### src/hdl/fcpid_pkg.sv
`timescale 1ns / 1ps

package fcpid_pkg;

    localparam int CH_W          = 2;
    localparam int NUM_GAIN_SETS = 4;
    localparam int SPD_W         = 16;
    localparam int GAIN_W        = 16;
    localparam int GAINS_W       = 3 * GAIN_W;
    localparam int KP_LSB        = 0;
    localparam int KI_LSB        = GAIN_W;
    localparam int KD_LSB        = 2 * GAIN_W;
    localparam int DUTY_W        = 16;
    localparam int DIR_W         = 2;
    localparam int ERR_W         = SPD_W + 1;
    localparam int DERR_W        = ERR_W + 1;
    localparam int CFG_IDX_W     = 3;
    localparam int CFG_DATA_W    = GAINS_W;

    localparam int OUT_FIFO_DEPTH = 8;
    localparam int FIFO_PTR_W     = $clog2(OUT_FIFO_DEPTH);
    localparam int FIFO_CNT_W     = $clog2(OUT_FIFO_DEPTH + 1);

    typedef enum logic [CFG_IDX_W-1:0] {
        REG_GAINS_CH0 = 3'd0,
        REG_GAINS_CH1 = 3'd1,
        REG_GAINS_CH2 = 3'd2,
        REG_GAINS_CH3 = 3'd3,
        REG_DUTY_LO   = 3'd4,
        REG_DUTY_HI   = 3'd5
    } cfg_reg_t;

    typedef enum logic [DIR_W-1:0] {
        DIR_FORWARD = 2'd0,
        DIR_REVERSE = 2'd1,
        DIR_BRAKE   = 2'd2
    } dir_t;

    typedef logic [NUM_GAIN_SETS-1:0][GAINS_W-1:0] gain_bank_t;

    typedef struct packed {
        logic [DUTY_W-1:0] lo;
        logic [DUTY_W-1:0] hi;
    } duty_limits_t;

    typedef struct packed {
        logic            valid;
        logic            chan_ok;
        logic [CH_W-1:0] channel;
        dir_t            direction;
    } tick_ctl_t;

    typedef struct packed {
        logic [CH_W-1:0]   channel;
        logic [DUTY_W-1:0] duty;
        dir_t              direction;
    } result_t;

endpackage

### src/hdl/fcpid_ifs.sv
`timescale 1ns / 1ps

interface fcpid_tick_if
    import fcpid_pkg::*;
();
    logic                    valid;
    logic                    ready;
    logic [CH_W-1:0]         channel;
    logic signed [SPD_W-1:0] setpoint;
    logic signed [SPD_W-1:0] measured_speed;
    logic                    reset_integral;

    modport source (
        output valid, channel, setpoint, measured_speed, reset_integral,
        input  ready
    );
    modport sink (
        input  valid, channel, setpoint, measured_speed, reset_integral,
        output ready
    );
endinterface

interface fcpid_drive_if
    import fcpid_pkg::*;
();
    logic              valid;
    logic              ready;
    logic [CH_W-1:0]   out_channel;
    logic [DUTY_W-1:0] duty;
    logic [DIR_W-1:0]  direction;

    modport source (
        output valid, out_channel, duty, direction,
        input  ready
    );
    modport sink (
        input  valid, out_channel, duty, direction,
        output ready
    );
endinterface

interface fcpid_cfg_if
    import fcpid_pkg::*;
();
    logic                  valid;
    logic                  ready;
    logic [CFG_IDX_W-1:0]  index;
    logic [CFG_DATA_W-1:0] data;

    modport source (
        output valid, index, data,
        input  ready
    );
    modport sink (
        input  valid, index, data,
        output ready
    );
endinterface

### src/hdl/four_channel_pid_motor_speed_core.sv
`timescale 1ns / 1ps

// Four-channel PID speed controller for motor PWM.
// tick:  one beat per control tick: channel, signed setpoint, measured speed and
//        an integrator-clear flag. Accepted when valid and ready are both high.
// drive: one beat per tick, in order: channel, clamped duty and direction
//        (forward, reverse, brake on a zero setpoint).
// cfg:   register writes (index 0..3 packed P/I/D gains per channel, 4 lower duty
//        limit, 5 upper duty limit); always ready, write only while no tick is in flight.
// A tick passes through state read/modify/write, multiply, then sum and clamp, and
// its result is buffered before it is offered. Throughput: one tick per cycle while
// tick.ready is high, including back-to-back ticks on the same channel; the per-channel
// state memory is written in the cycle after it is read and the new entry is forwarded.
// The output side holds up to 8 results; tick.ready drops only when 8 accepted
// ticks have not yet left on drive, so a stalled receiver backs up the input
// after 8 beats and nothing is lost.
// Reset clears gains to zero, duty limits to 0..65535 and every channel's
// previous error and error sum to zero at once; ticks are taken right after.

module four_channel_pid_motor_speed_core
    import fcpid_pkg::*;
#(
    parameter int CHANNELS       = 4,
    parameter int COEF_FRAC_BITS = 12,
    parameter int SUM_WIDTH      = 32
) (
    input logic          clk,
    input logic          rst_n,
    fcpid_tick_if.sink   tick,
    fcpid_drive_if.source drive,
    fcpid_cfg_if.sink    cfg
);

    gain_bank_t   gains;
    duty_limits_t limits;

    logic                        tick_accept;
    logic                        tick_room;
    tick_ctl_t                   st_ctl;
    logic signed [ERR_W-1:0]     st_err;
    logic signed [DERR_W-1:0]    st_derr;
    logic signed [SUM_WIDTH-1:0] st_sum;
    logic                        res_valid;
    result_t                     res;
    result_t                     head;

    assign cfg.ready   = 1'b1;
    assign tick.ready  = tick_room;
    assign tick_accept = tick.valid && tick_room;

    fcpid_cfg_regs u_cfg_regs (
        .clk      (clk),
        .rst_n    (rst_n),
        .wr_en    (cfg.valid),
        .wr_index (cfg.index),
        .wr_data  (cfg.data),
        .gains    (gains),
        .limits   (limits)
    );

    fcpid_state_mem #(
        .CHANNELS  (CHANNELS),
        .SUM_WIDTH (SUM_WIDTH)
    ) u_state_mem (
        .clk            (clk),
        .rst_n          (rst_n),
        .accept         (tick_accept),
        .channel        (tick.channel),
        .setpoint       (tick.setpoint),
        .measured_speed (tick.measured_speed),
        .reset_integral (tick.reset_integral),
        .ctl            (st_ctl),
        .err            (st_err),
        .derr           (st_derr),
        .err_sum        (st_sum)
    );

    fcpid_pid_math #(
        .COEF_FRAC_BITS (COEF_FRAC_BITS),
        .SUM_WIDTH      (SUM_WIDTH)
    ) u_pid_math (
        .clk       (clk),
        .rst_n     (rst_n),
        .ctl       (st_ctl),
        .err       (st_err),
        .derr      (st_derr),
        .err_sum   (st_sum),
        .gains     (gains),
        .limits    (limits),
        .res_valid (res_valid),
        .res       (res)
    );

    fcpid_out_fifo u_out_fifo (
        .clk         (clk),
        .rst_n       (rst_n),
        .tick_accept (tick_accept),
        .tick_room   (tick_room),
        .wr_en       (res_valid),
        .wr_data     (res),
        .rd_valid    (drive.valid),
        .rd_ready    (drive.ready),
        .rd_data     (head)
    );

    assign drive.out_channel = head.channel;
    assign drive.duty        = head.duty;
    assign drive.direction   = head.direction;

endmodule

### src/hdl/fcpid_cfg_regs.sv
`timescale 1ns / 1ps

module fcpid_cfg_regs
    import fcpid_pkg::*;
(
    input  logic                  clk,
    input  logic                  rst_n,
    input  logic                  wr_en,
    input  logic [CFG_IDX_W-1:0]  wr_index,
    input  logic [CFG_DATA_W-1:0] wr_data,
    output gain_bank_t            gains,
    output duty_limits_t          limits
);

    gain_bank_t   gains_reg;
    duty_limits_t limits_reg;

    always_ff @(posedge clk or negedge rst_n)
    begin
        if (!rst_n)
        begin
            gains_reg     <= '0;
            limits_reg.lo <= '0;
            limits_reg.hi <= '1;
        end
        else if (wr_en)
        begin
            unique case (wr_index) inside
                REG_GAINS_CH0, REG_GAINS_CH1, REG_GAINS_CH2, REG_GAINS_CH3:
                    gains_reg[wr_index[CH_W-1:0]] <= wr_data;
                REG_DUTY_LO:
                    limits_reg.lo <= wr_data[DUTY_W-1:0];
                REG_DUTY_HI:
                    limits_reg.hi <= wr_data[DUTY_W-1:0];
                default:
                    ; // unmapped index: drop the beat
            endcase
        end
    end

    assign gains  = gains_reg;
    assign limits = limits_reg;

endmodule

### src/hdl/fcpid_state_mem.sv
`timescale 1ns / 1ps

module fcpid_state_mem
    import fcpid_pkg::*;
#(
    parameter int CHANNELS  = 4,
    parameter int SUM_WIDTH = 32
) (
    input  logic                        clk,
    input  logic                        rst_n,
    input  logic                        accept,
    input  logic [CH_W-1:0]             channel,
    input  logic signed [SPD_W-1:0]     setpoint,
    input  logic signed [SPD_W-1:0]     measured_speed,
    input  logic                        reset_integral,
    output tick_ctl_t                   ctl,
    output logic signed [ERR_W-1:0]     err,
    output logic signed [DERR_W-1:0]    derr,
    output logic signed [SUM_WIDTH-1:0] err_sum
);

    localparam int STATE_DEPTH = (CHANNELS < NUM_GAIN_SETS) ? CHANNELS : NUM_GAIN_SETS;
    localparam int ADDR_W      = (STATE_DEPTH > 1) ? $clog2(STATE_DEPTH) : 1;
    localparam int ENTRY_W     = SUM_WIDTH + ERR_W;

    localparam logic signed [SUM_WIDTH-1:0] SUM_MAX = {1'b0, {(SUM_WIDTH-1){1'b1}}};
    localparam logic signed [SUM_WIDTH-1:0] SUM_MIN = {1'b1, {(SUM_WIDTH-1){1'b0}}};

    // per-channel state: {error_sum, previous_error}
    logic [ENTRY_W-1:0]     mem [STATE_DEPTH];
    logic [STATE_DEPTH-1:0] entry_valid_reg;

    logic [ENTRY_W-1:0]      rd_q_reg;
    logic                    rd_valid_reg;
    tick_ctl_t               s1_ctl_reg;
    tick_ctl_t               s1_ctl_next;
    logic signed [SPD_W-1:0] s1_sp_reg;
    logic signed [SPD_W-1:0] s1_pv_reg;
    logic                    s1_clr_reg;

    tick_ctl_t                   s2_ctl_reg;
    logic signed [ERR_W-1:0]     s2_err_reg;
    logic signed [DERR_W-1:0]    s2_derr_reg;
    logic signed [SUM_WIDTH-1:0] s2_sum_reg;

    logic [ADDR_W-1:0] rd_addr;
    logic [ADDR_W-1:0] s1_addr;
    logic              chan_ok;
    dir_t              dir_in;

    logic                        fwd_hit;
    logic [ENTRY_W-1:0]          old_entry;
    logic signed [ERR_W-1:0]     prev_err;
    logic signed [SUM_WIDTH-1:0] old_sum;
    logic signed [ERR_W-1:0]     sp_ext;
    logic signed [ERR_W-1:0]     pv_ext;
    logic signed [ERR_W-1:0]     sp_mag;
    logic signed [ERR_W-1:0]     pv_mag;
    logic signed [ERR_W-1:0]     err_next;
    logic signed [DERR_W-1:0]    derr_next;
    logic signed [SUM_WIDTH:0]   sum_wide;
    logic signed [SUM_WIDTH-1:0] sum_next;
    logic                        wr_en;

    assign rd_addr = channel[ADDR_W-1:0];
    assign chan_ok = (int'(channel) < CHANNELS);

    always_comb
    begin
        if (setpoint < 0)
            dir_in = DIR_REVERSE;
        else if (setpoint == 0)
            dir_in = DIR_BRAKE;
        else
            dir_in = DIR_FORWARD;
    end

    always_comb
    begin
        s1_ctl_next.valid     = accept;
        s1_ctl_next.chan_ok   = chan_ok;
        s1_ctl_next.channel   = channel;
        s1_ctl_next.direction = dir_in;
    end

    always_ff @(posedge clk or negedge rst_n)
    begin
        if (!rst_n)
        begin
            s1_ctl_reg   <= '0;
            rd_valid_reg <= 1'b0;
        end
        else
        begin
            s1_ctl_reg <= s1_ctl_next;
            if (accept)
                rd_valid_reg <= entry_valid_reg[rd_addr];
        end
    end

    always_ff @(posedge clk)
    begin
        if (accept)
        begin
            s1_sp_reg  <= setpoint;
            s1_pv_reg  <= measured_speed;
            s1_clr_reg <= reset_integral;
        end
    end

    // read-modify-write of the channel entry
    assign s1_addr = s1_ctl_reg.channel[ADDR_W-1:0];

    // the entry written at the edge that launched this read is still stale in rd_q_reg
    assign fwd_hit = s2_ctl_reg.valid && s2_ctl_reg.chan_ok &&
                     (s2_ctl_reg.channel[ADDR_W-1:0] == s1_addr);

    always_comb
    begin
        if (fwd_hit)
            old_entry = {s2_sum_reg, s2_err_reg};
        else if (rd_valid_reg)
            old_entry = rd_q_reg;
        else
            old_entry = '0;
    end

    assign prev_err = old_entry[ERR_W-1:0];
    assign old_sum  = old_entry[ENTRY_W-1:ERR_W];

    assign sp_ext   = ERR_W'(s1_sp_reg);
    assign pv_ext   = ERR_W'(s1_pv_reg);
    assign sp_mag   = sp_ext[ERR_W-1] ? -sp_ext : sp_ext;
    assign pv_mag   = pv_ext[ERR_W-1] ? -pv_ext : pv_ext;
    assign err_next = sp_mag - pv_mag;

    assign derr_next = DERR_W'(err_next) - DERR_W'(prev_err);
    assign sum_wide  = (SUM_WIDTH+1)'(old_sum) + (SUM_WIDTH+1)'(err_next);

    always_comb
    begin
        if (s1_clr_reg)
            sum_next = '0;
        else if (sum_wide[SUM_WIDTH] != sum_wide[SUM_WIDTH-1])
            sum_next = sum_wide[SUM_WIDTH] ? SUM_MIN : SUM_MAX;
        else
            sum_next = sum_wide[SUM_WIDTH-1:0];
    end

    assign wr_en = s1_ctl_reg.valid && s1_ctl_reg.chan_ok;

    always_ff @(posedge clk)
    begin
        if (accept)
            rd_q_reg <= mem[rd_addr];
        if (wr_en)
            mem[s1_addr] <= {sum_next, err_next};
    end

    always_ff @(posedge clk or negedge rst_n)
    begin
        if (!rst_n)
        begin
            entry_valid_reg <= '0;
            s2_ctl_reg      <= '0;
        end
        else
        begin
            if (wr_en)
                entry_valid_reg[s1_addr] <= 1'b1;
            s2_ctl_reg <= s1_ctl_reg;
        end
    end

    always_ff @(posedge clk)
    begin
        s2_err_reg  <= err_next;
        s2_derr_reg <= derr_next;
        s2_sum_reg  <= sum_next;
    end

    assign ctl     = s2_ctl_reg;
    assign err     = s2_err_reg;
    assign derr    = s2_derr_reg;
    assign err_sum = s2_sum_reg;

endmodule

### src/hdl/fcpid_pid_math.sv
`timescale 1ns / 1ps

module fcpid_pid_math
    import fcpid_pkg::*;
#(
    parameter int COEF_FRAC_BITS = 12,
    parameter int SUM_WIDTH      = 32
) (
    input  logic                        clk,
    input  logic                        rst_n,
    input  tick_ctl_t                   ctl,
    input  logic signed [ERR_W-1:0]     err,
    input  logic signed [DERR_W-1:0]    derr,
    input  logic signed [SUM_WIDTH-1:0] err_sum,
    input  gain_bank_t                  gains,
    input  duty_limits_t                limits,
    output logic                        res_valid,
    output result_t                     res
);

    localparam int PROD_P_W = GAIN_W + ERR_W;
    localparam int PROD_D_W = GAIN_W + DERR_W;
    localparam int PROD_I_W = GAIN_W + SUM_WIDTH;
    localparam int ACC_W    = PROD_I_W + 2;

    logic [GAINS_W-1:0]       gain_sel;
    logic signed [GAIN_W-1:0] kp;
    logic signed [GAIN_W-1:0] ki;
    logic signed [GAIN_W-1:0] kd;

    tick_ctl_t                  s3_ctl_reg;
    logic signed [PROD_P_W-1:0] p_reg;
    logic signed [PROD_D_W-1:0] d_reg;
    logic signed [PROD_I_W-1:0] i_reg;

    logic signed [ACC_W-1:0] acc;
    logic signed [ACC_W-1:0] shifted;
    logic signed [ACC_W-1:0] lo_ext;
    logic signed [ACC_W-1:0] hi_ext;
    logic [DUTY_W-1:0]       duty;

    assign gain_sel = gains[ctl.channel];
    assign kp       = gain_sel[KP_LSB +: GAIN_W];
    assign ki       = gain_sel[KI_LSB +: GAIN_W];
    assign kd       = gain_sel[KD_LSB +: GAIN_W];

    always_ff @(posedge clk or negedge rst_n)
    begin
        if (!rst_n)
            s3_ctl_reg <= '0;
        else
            s3_ctl_reg <= ctl;
    end

    always_ff @(posedge clk)
    begin
        p_reg <= PROD_P_W'(kp) * PROD_P_W'(err);
        d_reg <= PROD_D_W'(kd) * PROD_D_W'(derr);
        i_reg <= PROD_I_W'(ki) * PROD_I_W'(err_sum);
    end

    // arithmetic shift floors toward minus infinity; clamp at full width
    assign acc     = ACC_W'(p_reg) + ACC_W'(d_reg) + ACC_W'(i_reg);
    assign shifted = acc >>> COEF_FRAC_BITS;
    assign lo_ext  = ACC_W'($signed({1'b0, limits.lo}));
    assign hi_ext  = ACC_W'($signed({1'b0, limits.hi}));

    always_comb
    begin
        if (!s3_ctl_reg.chan_ok)
            duty = '0;
        else if (shifted < lo_ext)
            duty = limits.lo;
        else if (shifted > hi_ext)
            duty = limits.hi;
        else
            duty = shifted[DUTY_W-1:0];
    end

    assign res_valid     = s3_ctl_reg.valid;
    assign res.channel   = s3_ctl_reg.channel;
    assign res.duty      = duty;
    assign res.direction = s3_ctl_reg.direction;

endmodule

### src/hdl/fcpid_out_fifo.sv
`timescale 1ns / 1ps

module fcpid_out_fifo
    import fcpid_pkg::*;
(
    input  logic    clk,
    input  logic    rst_n,
    input  logic    tick_accept,
    output logic    tick_room,
    input  logic    wr_en,
    input  result_t wr_data,
    output logic    rd_valid,
    input  logic    rd_ready,
    output result_t rd_data
);

    result_t buf_mem [OUT_FIFO_DEPTH];

    logic [FIFO_PTR_W-1:0] wr_ptr_reg;
    logic [FIFO_PTR_W-1:0] rd_ptr_reg;
    logic [FIFO_CNT_W-1:0] count_reg;
    logic [FIFO_CNT_W-1:0] count_next;
    logic [FIFO_CNT_W-1:0] credit_reg;
    logic [FIFO_CNT_W-1:0] credit_next;
    logic                  pop;

    assign rd_valid = (count_reg != '0);
    assign pop      = rd_valid && rd_ready;
    assign rd_data  = buf_mem[rd_ptr_reg];

    // credits cover beats in the pipeline as well as those held here
    assign tick_room   = (credit_reg < FIFO_CNT_W'(OUT_FIFO_DEPTH));
    assign credit_next = credit_reg + FIFO_CNT_W'(tick_accept) - FIFO_CNT_W'(pop);
    assign count_next  = count_reg + FIFO_CNT_W'(wr_en) - FIFO_CNT_W'(pop);

    always_ff @(posedge clk or negedge rst_n)
    begin
        if (!rst_n)
        begin
            wr_ptr_reg <= '0;
            rd_ptr_reg <= '0;
            count_reg  <= '0;
            credit_reg <= '0;
        end
        else
        begin
            if (wr_en)
                wr_ptr_reg <= wr_ptr_reg + FIFO_PTR_W'(1);
            if (pop)
                rd_ptr_reg <= rd_ptr_reg + FIFO_PTR_W'(1);
            count_reg  <= count_next;
            credit_reg <= credit_next;
        end
    end

    always_ff @(posedge clk)
    begin
        if (wr_en)
            buf_mem[wr_ptr_reg] <= wr_data;
    end

endmodule

### src/flat_wrapper.sv
// flat-port wrapper written by rule: the top's interface ports become plain ports
module four_channel_pid_motor_speed_core_flat import fcpid_pkg::*;
#(
    parameter int CHANNELS       = 4,
    parameter int COEF_FRAC_BITS = 12,
    parameter int SUM_WIDTH      = 32
)
  (clk, rst_n, tick_valid, tick_channel, tick_setpoint, tick_measured_speed, tick_reset_integral, tick_ready, drive_valid, drive_out_channel, drive_duty, drive_direction, drive_ready, cfg_valid, cfg_index, cfg_data, cfg_ready);
  fcpid_tick_if tick_i ();
  fcpid_drive_if drive_i ();
  fcpid_cfg_if cfg_i ();
  input logic clk;
  input logic rst_n;
  input wire logic [$bits(tick_i.valid)-1:0] tick_valid;
  input wire logic [$bits(tick_i.channel)-1:0] tick_channel;
  input wire logic [$bits(tick_i.setpoint)-1:0] tick_setpoint;
  input wire logic [$bits(tick_i.measured_speed)-1:0] tick_measured_speed;
  input wire logic [$bits(tick_i.reset_integral)-1:0] tick_reset_integral;
  output wire logic [$bits(tick_i.ready)-1:0] tick_ready;
  output wire logic [$bits(drive_i.valid)-1:0] drive_valid;
  output wire logic [$bits(drive_i.out_channel)-1:0] drive_out_channel;
  output wire logic [$bits(drive_i.duty)-1:0] drive_duty;
  output wire logic [$bits(drive_i.direction)-1:0] drive_direction;
  input wire logic [$bits(drive_i.ready)-1:0] drive_ready;
  input wire logic [$bits(cfg_i.valid)-1:0] cfg_valid;
  input wire logic [$bits(cfg_i.index)-1:0] cfg_index;
  input wire logic [$bits(cfg_i.data)-1:0] cfg_data;
  output wire logic [$bits(cfg_i.ready)-1:0] cfg_ready;
  assign tick_i.valid = tick_valid;
  assign tick_i.channel = tick_channel;
  assign tick_i.setpoint = tick_setpoint;
  assign tick_i.measured_speed = tick_measured_speed;
  assign tick_i.reset_integral = tick_reset_integral;
  assign tick_ready = tick_i.ready;
  assign drive_valid = drive_i.valid;
  assign drive_out_channel = drive_i.out_channel;
  assign drive_duty = drive_i.duty;
  assign drive_direction = drive_i.direction;
  assign drive_i.ready = drive_ready;
  assign cfg_i.valid = cfg_valid;
  assign cfg_i.index = cfg_index;
  assign cfg_i.data = cfg_data;
  assign cfg_ready = cfg_i.ready;
  four_channel_pid_motor_speed_core #(.CHANNELS(CHANNELS), .COEF_FRAC_BITS(COEF_FRAC_BITS), .SUM_WIDTH(SUM_WIDTH)) u_core (.clk(clk), .rst_n(rst_n), .tick(tick_i), .drive(drive_i), .cfg(cfg_i));
endmodule
### config.mk
export PLATFORM = sky130hd
export DESIGN_NAME = four_channel_pid_motor_speed_core_flat
export DESIGN_NICKNAME = d
export VERILOG_FILES = /design/src/hdl/fcpid_pkg.sv /design/src/hdl/fcpid_ifs.sv /design/src/hdl/four_channel_pid_motor_speed_core.sv /design/src/hdl/fcpid_cfg_regs.sv /design/src/hdl/fcpid_state_mem.sv /design/src/hdl/fcpid_pid_math.sv /design/src/hdl/fcpid_out_fifo.sv /design/src/flat_wrapper.sv
export SDC_FILE = /design/constraint.sdc
export NUM_CORES = 2
export LEC_CHECK = 0
export ABC_CLOCK_PERIOD_IN_PS = 10700
export BUFFER_PORTS_ARGS = -buffer_cell sky130_fd_sc_hd__buf_2
export CAP_MARGIN = 20
export CORE_MARGIN = 2
export CORE_UTILIZATION = 40
export DETAILED_ROUTE_END_ITERATION = 7
export GPL_TIMING_DRIVEN = 0
export PLACE_DENSITY_LB_ADDON = 0.25
export SKIP_LAST_GASP = 1
export SLEW_MARGIN = 20
export SYNTH_ARGS = -nofsm -noshare
export SYNTH_HDL_FRONTEND = slang
export SYNTH_SLANG_ARGS = --single-unit
### constraint.sdc
create_clock -name clk -period 10.7 [get_ports clk]
set_clock_uncertainty 0.05 [all_clocks]
set_input_delay 2.675 -clock clk [delete_from_list [all_inputs] [get_ports clk]]
set_output_delay 2.675 -clock clk [all_outputs]
set_load 0.05 [all_outputs]
==> summary.txt <==
Synth
  • Post-synth EDFFs: 438
  • Cells after Synth: 7,105
  • Post-Syn Area: 78,020 sq um
  • Yosys warns: 0
  • Post-synth ARST share: 0.2963
  • Synth Area per Inst: 10.98 sq um
  • Commonest cells in the netlist: inv_1 (1,347), fa_1 (1,104), nand2_1 (820)
  • Seq cells post-synth: 881
  • Main flop type after synthesis: edfxtp_1
  • Post-synthesis sequential area ratio: 0.2992
  • Synth area leaders: fa_1 (28%), edfxtp_1 (17%), dfrtp_1 (7.9%)
  • Post-synth top area share: 0.2833
  • Count of different cell masters after synthesis: 101
  • Post-synth top area cell: fa_1
  • Most common cell in the netlist: inv_1

Drt
  • DRC: 0
  • DRT iter0 DRCs: 3,548
  • Drt first pass iters: 6
  • WL final: 218,900 um
  • Routed Antenna Nets: 0
  • Via-per-instance ratio: 5.220
  • DR WL/cell: 21.94 um
  • Via count: 52,100

Clock tree
  • Worst-path clk slew: 0.06 ns
  • CTS H-tree lvls: 3
  • Hold-fix buffers, CTS: 0
  • Max Buffers Root-to-Sink: 3
  • Cts repair resizes: 0
  • Clk_lat worst skew: 0.75 ns
  • Clock Sinks: 881
  • CTS root buf: clkbuf_16
  • Number of buffers created by CTS: 94
  • CTS tree: yes
  • Post-CTS Setup Repair Bufs: 0

Critical path
  • Type of destination of the critical path: register
  • CP max FO: 19
  • Req. time, crit path: 11.25 ns
  • Crit path kind: register to register
  • Reg-to-Reg Start: u_core.u_state_mem.ctl[2]$_DFF_PN0_
  • R2R depth: 26
  • Critical R2R Capture: u_core.u_pid_math.i_reg[47]$_DFF_P_
  • R2R setup slack: 0.44 ns
  • Worst Path Arrival: 10.80 ns
  • Startpoint Class: register

Placed design
  • Detailed Place HPWL: 175,900 um
  • Placed cell areas: 82,440 sq um
  • Routability cong.: 0.9356
  • Setup WS pre-CTS: 0.3337 ns
  • Port Buf Inserts: 112

STA
  • Slew of the pin with the lowest slew margin: 1.144 ns
  • TNS Setup: 0 ns
  • Pins Over Slew Limit: 0
  • Max Freq: 97.50 MHz
  • Fin Hold WS: 0.2991 ns
  • Slack of the critical path: 0.4437 ns
  • RSZ-0062 raised after global routing: false
  • Relative slew margins: 0.2360
  • Final period util: 0.9585
  • Min cycle time layout: 10.26 ns
  • Final setup fails: 0
  • Hold Fails Final Rpt: 0

Floorplan
  • Total die area: 198,600 sq um
  • Site Rows: 162
  • Core region area: 194,400 sq um
  • Die Width: 445.7 um
  • Initial Util: 0.4014
  • IO Count: 114
  • Chip height: 445.7 um

Worst hold path
  • Hold/Removal Path Class: register to register
  • Hold Crit Depth: 0
  • Hold path endpoint: u_core.u_pid_math.res[0]$_DFF_PN0_
  • Worst Hold Launch: u_core.u_state_mem.ctl[0]$_DFF_PN0_

Finish
  • Area Overhead vs Synth: 9.822%
  • Largest register FFs: 196
  • Share of cells above drive strength 1: 0.1072
  • Nets: 8,983
  • Finished Cell Area: 85,690 sq um

Job
  • Maxcap violations: 0

GRT
  • GR Overflow Total: 0
  • Number of global-route vias before repair: 55,390
  • Largest net degree at the start of global routing: 102
  • Initial antenna violation count: 19
  • Total track usage: 0.2252
  • Global-route wire length before repair: 339,000 um

Run status
  • Status: complete, no violations
==> worst max-delay path, cell delays in order (launching register included) <==
cell       delay (ns)
dfrtp_1          0.49
clkbuf_1         0.71
buf_2            0.86
mux4_2           0.61
clkbuf_1         0.61
nand2_1          0.16
fa_1             0.54
fa_1             0.49
fa_1             0.55
inv_1            0.06
fa_1             0.44
fa_1             0.51
inv_1            0.05
fa_1             0.62
inv_1            0.07
ha_1             0.35
a21o_1           0.18
a211oi_1         0.23
o21ai_0          0.13
o211ai_1         0.25
o2111ai_1        0.42
a211o_1          0.43
nor3b_1          0.16
o21a_1           0.22
or4_1            0.48
a31o_2           0.27
xnor2_1          0.12
==> logic make-up (layout without fill, tap and decap cells) <==
group | after synthesis | count (layout) | share of synthesized area
adders and majority gates | 1544 | 1544 | 0.3538
DFF | 881 | 881 | 0.2992
and+or+nand+nor | 1777 | 1777 | 0.1106
other | 1 | 13 | 0.00004806
buffers and inverters | 1604 | 1924 | 0.07793
xor gates and xnor gates | 217 | 217 | 0.02436
AOI/OAI and AO/OA | 703 | 703 | 0.06010
muxes | 378 | 378 | 0.07391
==> cell type report <==
type / instances / area, sq um
fill: 18160 / 108700
multi-input combinational: 4621 / 48740
sequential: 881 / 23350
inverter: 1347 / 5061
tap: 2542 / 3181
clock buffer: 128 / 2705
timing repair buffer: 147 / 1125
buffer: 256 / 1031
clock inverter: 46 / 473.0
antenna: 11 / 27.53
==> how the worst max path moves through the flow <==
stage / cells past startpoint / end / from / slack [ns]
after floorplan: 27 / u_core.u_pid_math.i_reg[47]$_DFF_P_ / u_core.u_state_mem.ctl[2]$_DFF_PN0_ / 2.75
after global placement: 26 / u_core.u_pid_math.i_reg[44]$_DFF_P_ / u_core.u_state_mem.ctl[2]$_DFF_PN0_ / -0.33
after detailed placement: 27 / u_core.u_pid_math.i_reg[47]$_DFF_P_ / u_core.u_state_mem.ctl[2]$_DFF_PN0_ / 0.33
after CTS: 27 / u_core.u_pid_math.i_reg[47]$_DFF_P_ / u_core.u_state_mem.ctl[2]$_DFF_PN0_ / 0.23
after global routing: 26 / u_core.u_pid_math.i_reg[47]$_DFF_P_ / u_core.u_state_mem.ctl[2]$_DFF_PN0_ / 0.1
final: 26 / u_core.u_pid_math.i_reg[47]$_DFF_P_ / u_core.u_state_mem.ctl[2]$_DFF_PN0_ / 0.44
==> metal layers <==
metal  track usage  wire length, um
met3       0.03266            12350
met5             0               73
met2        0.3692           103700
met4       0.08545             8661
met1        0.3025            94130
==> per-stage QoR <==
| stage | instances | util |
|---|---|---|
| 3_3_place_gp | 9760 | 0.4207 |
| 3_5_place_dp | 9793 | 0.4241 |
| 4_1_cts | 9967 | 0.4404 |
| 6_report | 9979 | 0.4408 |
| 5_1_grt | 9977 | 0.4408 |
| 2_1_floorplan | 7106 | - |
==> cell usage in the layout (no fill, tap or decap), types with 15 or more instances in the layout <==
| master | instances |
|---|---|
| a211oi_1 | 35 |
| a21o_1 | 95 |
| a21oi_1 | 180 |
| and2_1 | 419 |
| and3_1 | 54 |
| buf_1 | 27 |
| buf_2 | 122 |
| buf_4 | 15 |
| clkbuf_1 | 221 |
| clkbuf_16 | 98 |
| clkinv_2 | 18 |
| dfrtp_1 | 245 |
| dfstp_2 | 16 |
| dfxtp_1 | 181 |
| edfxtp_1 | 438 |
| fa_1 | 1104 |
| ha_1 | 440 |
| inv_1 | 1346 |
| mux2_2 | 235 |
| mux4_2 | 135 |
| nand2_1 | 820 |
| nand2b_1 | 24 |
| nand3_1 | 64 |
| nand4_1 | 23 |
| nor2_1 | 170 |
| nor2b_1 | 24 |
| nor3_1 | 47 |
| o211ai_1 | 18 |
| o21a_1 | 24 |
| o21ai_0 | 142 |
| o21ai_1 | 18 |
| o21bai_1 | 19 |
| o22ai_1 | 16 |
| o31ai_1 | 17 |
| or2_2 | 33 |
| or3_1 | 19 |
| xnor2_1 | 147 |
| xor2_1 | 68 |
Power is not shown: default switching activity piles up to over one toggle a cycle in this logic, so the estimate is an artifact.
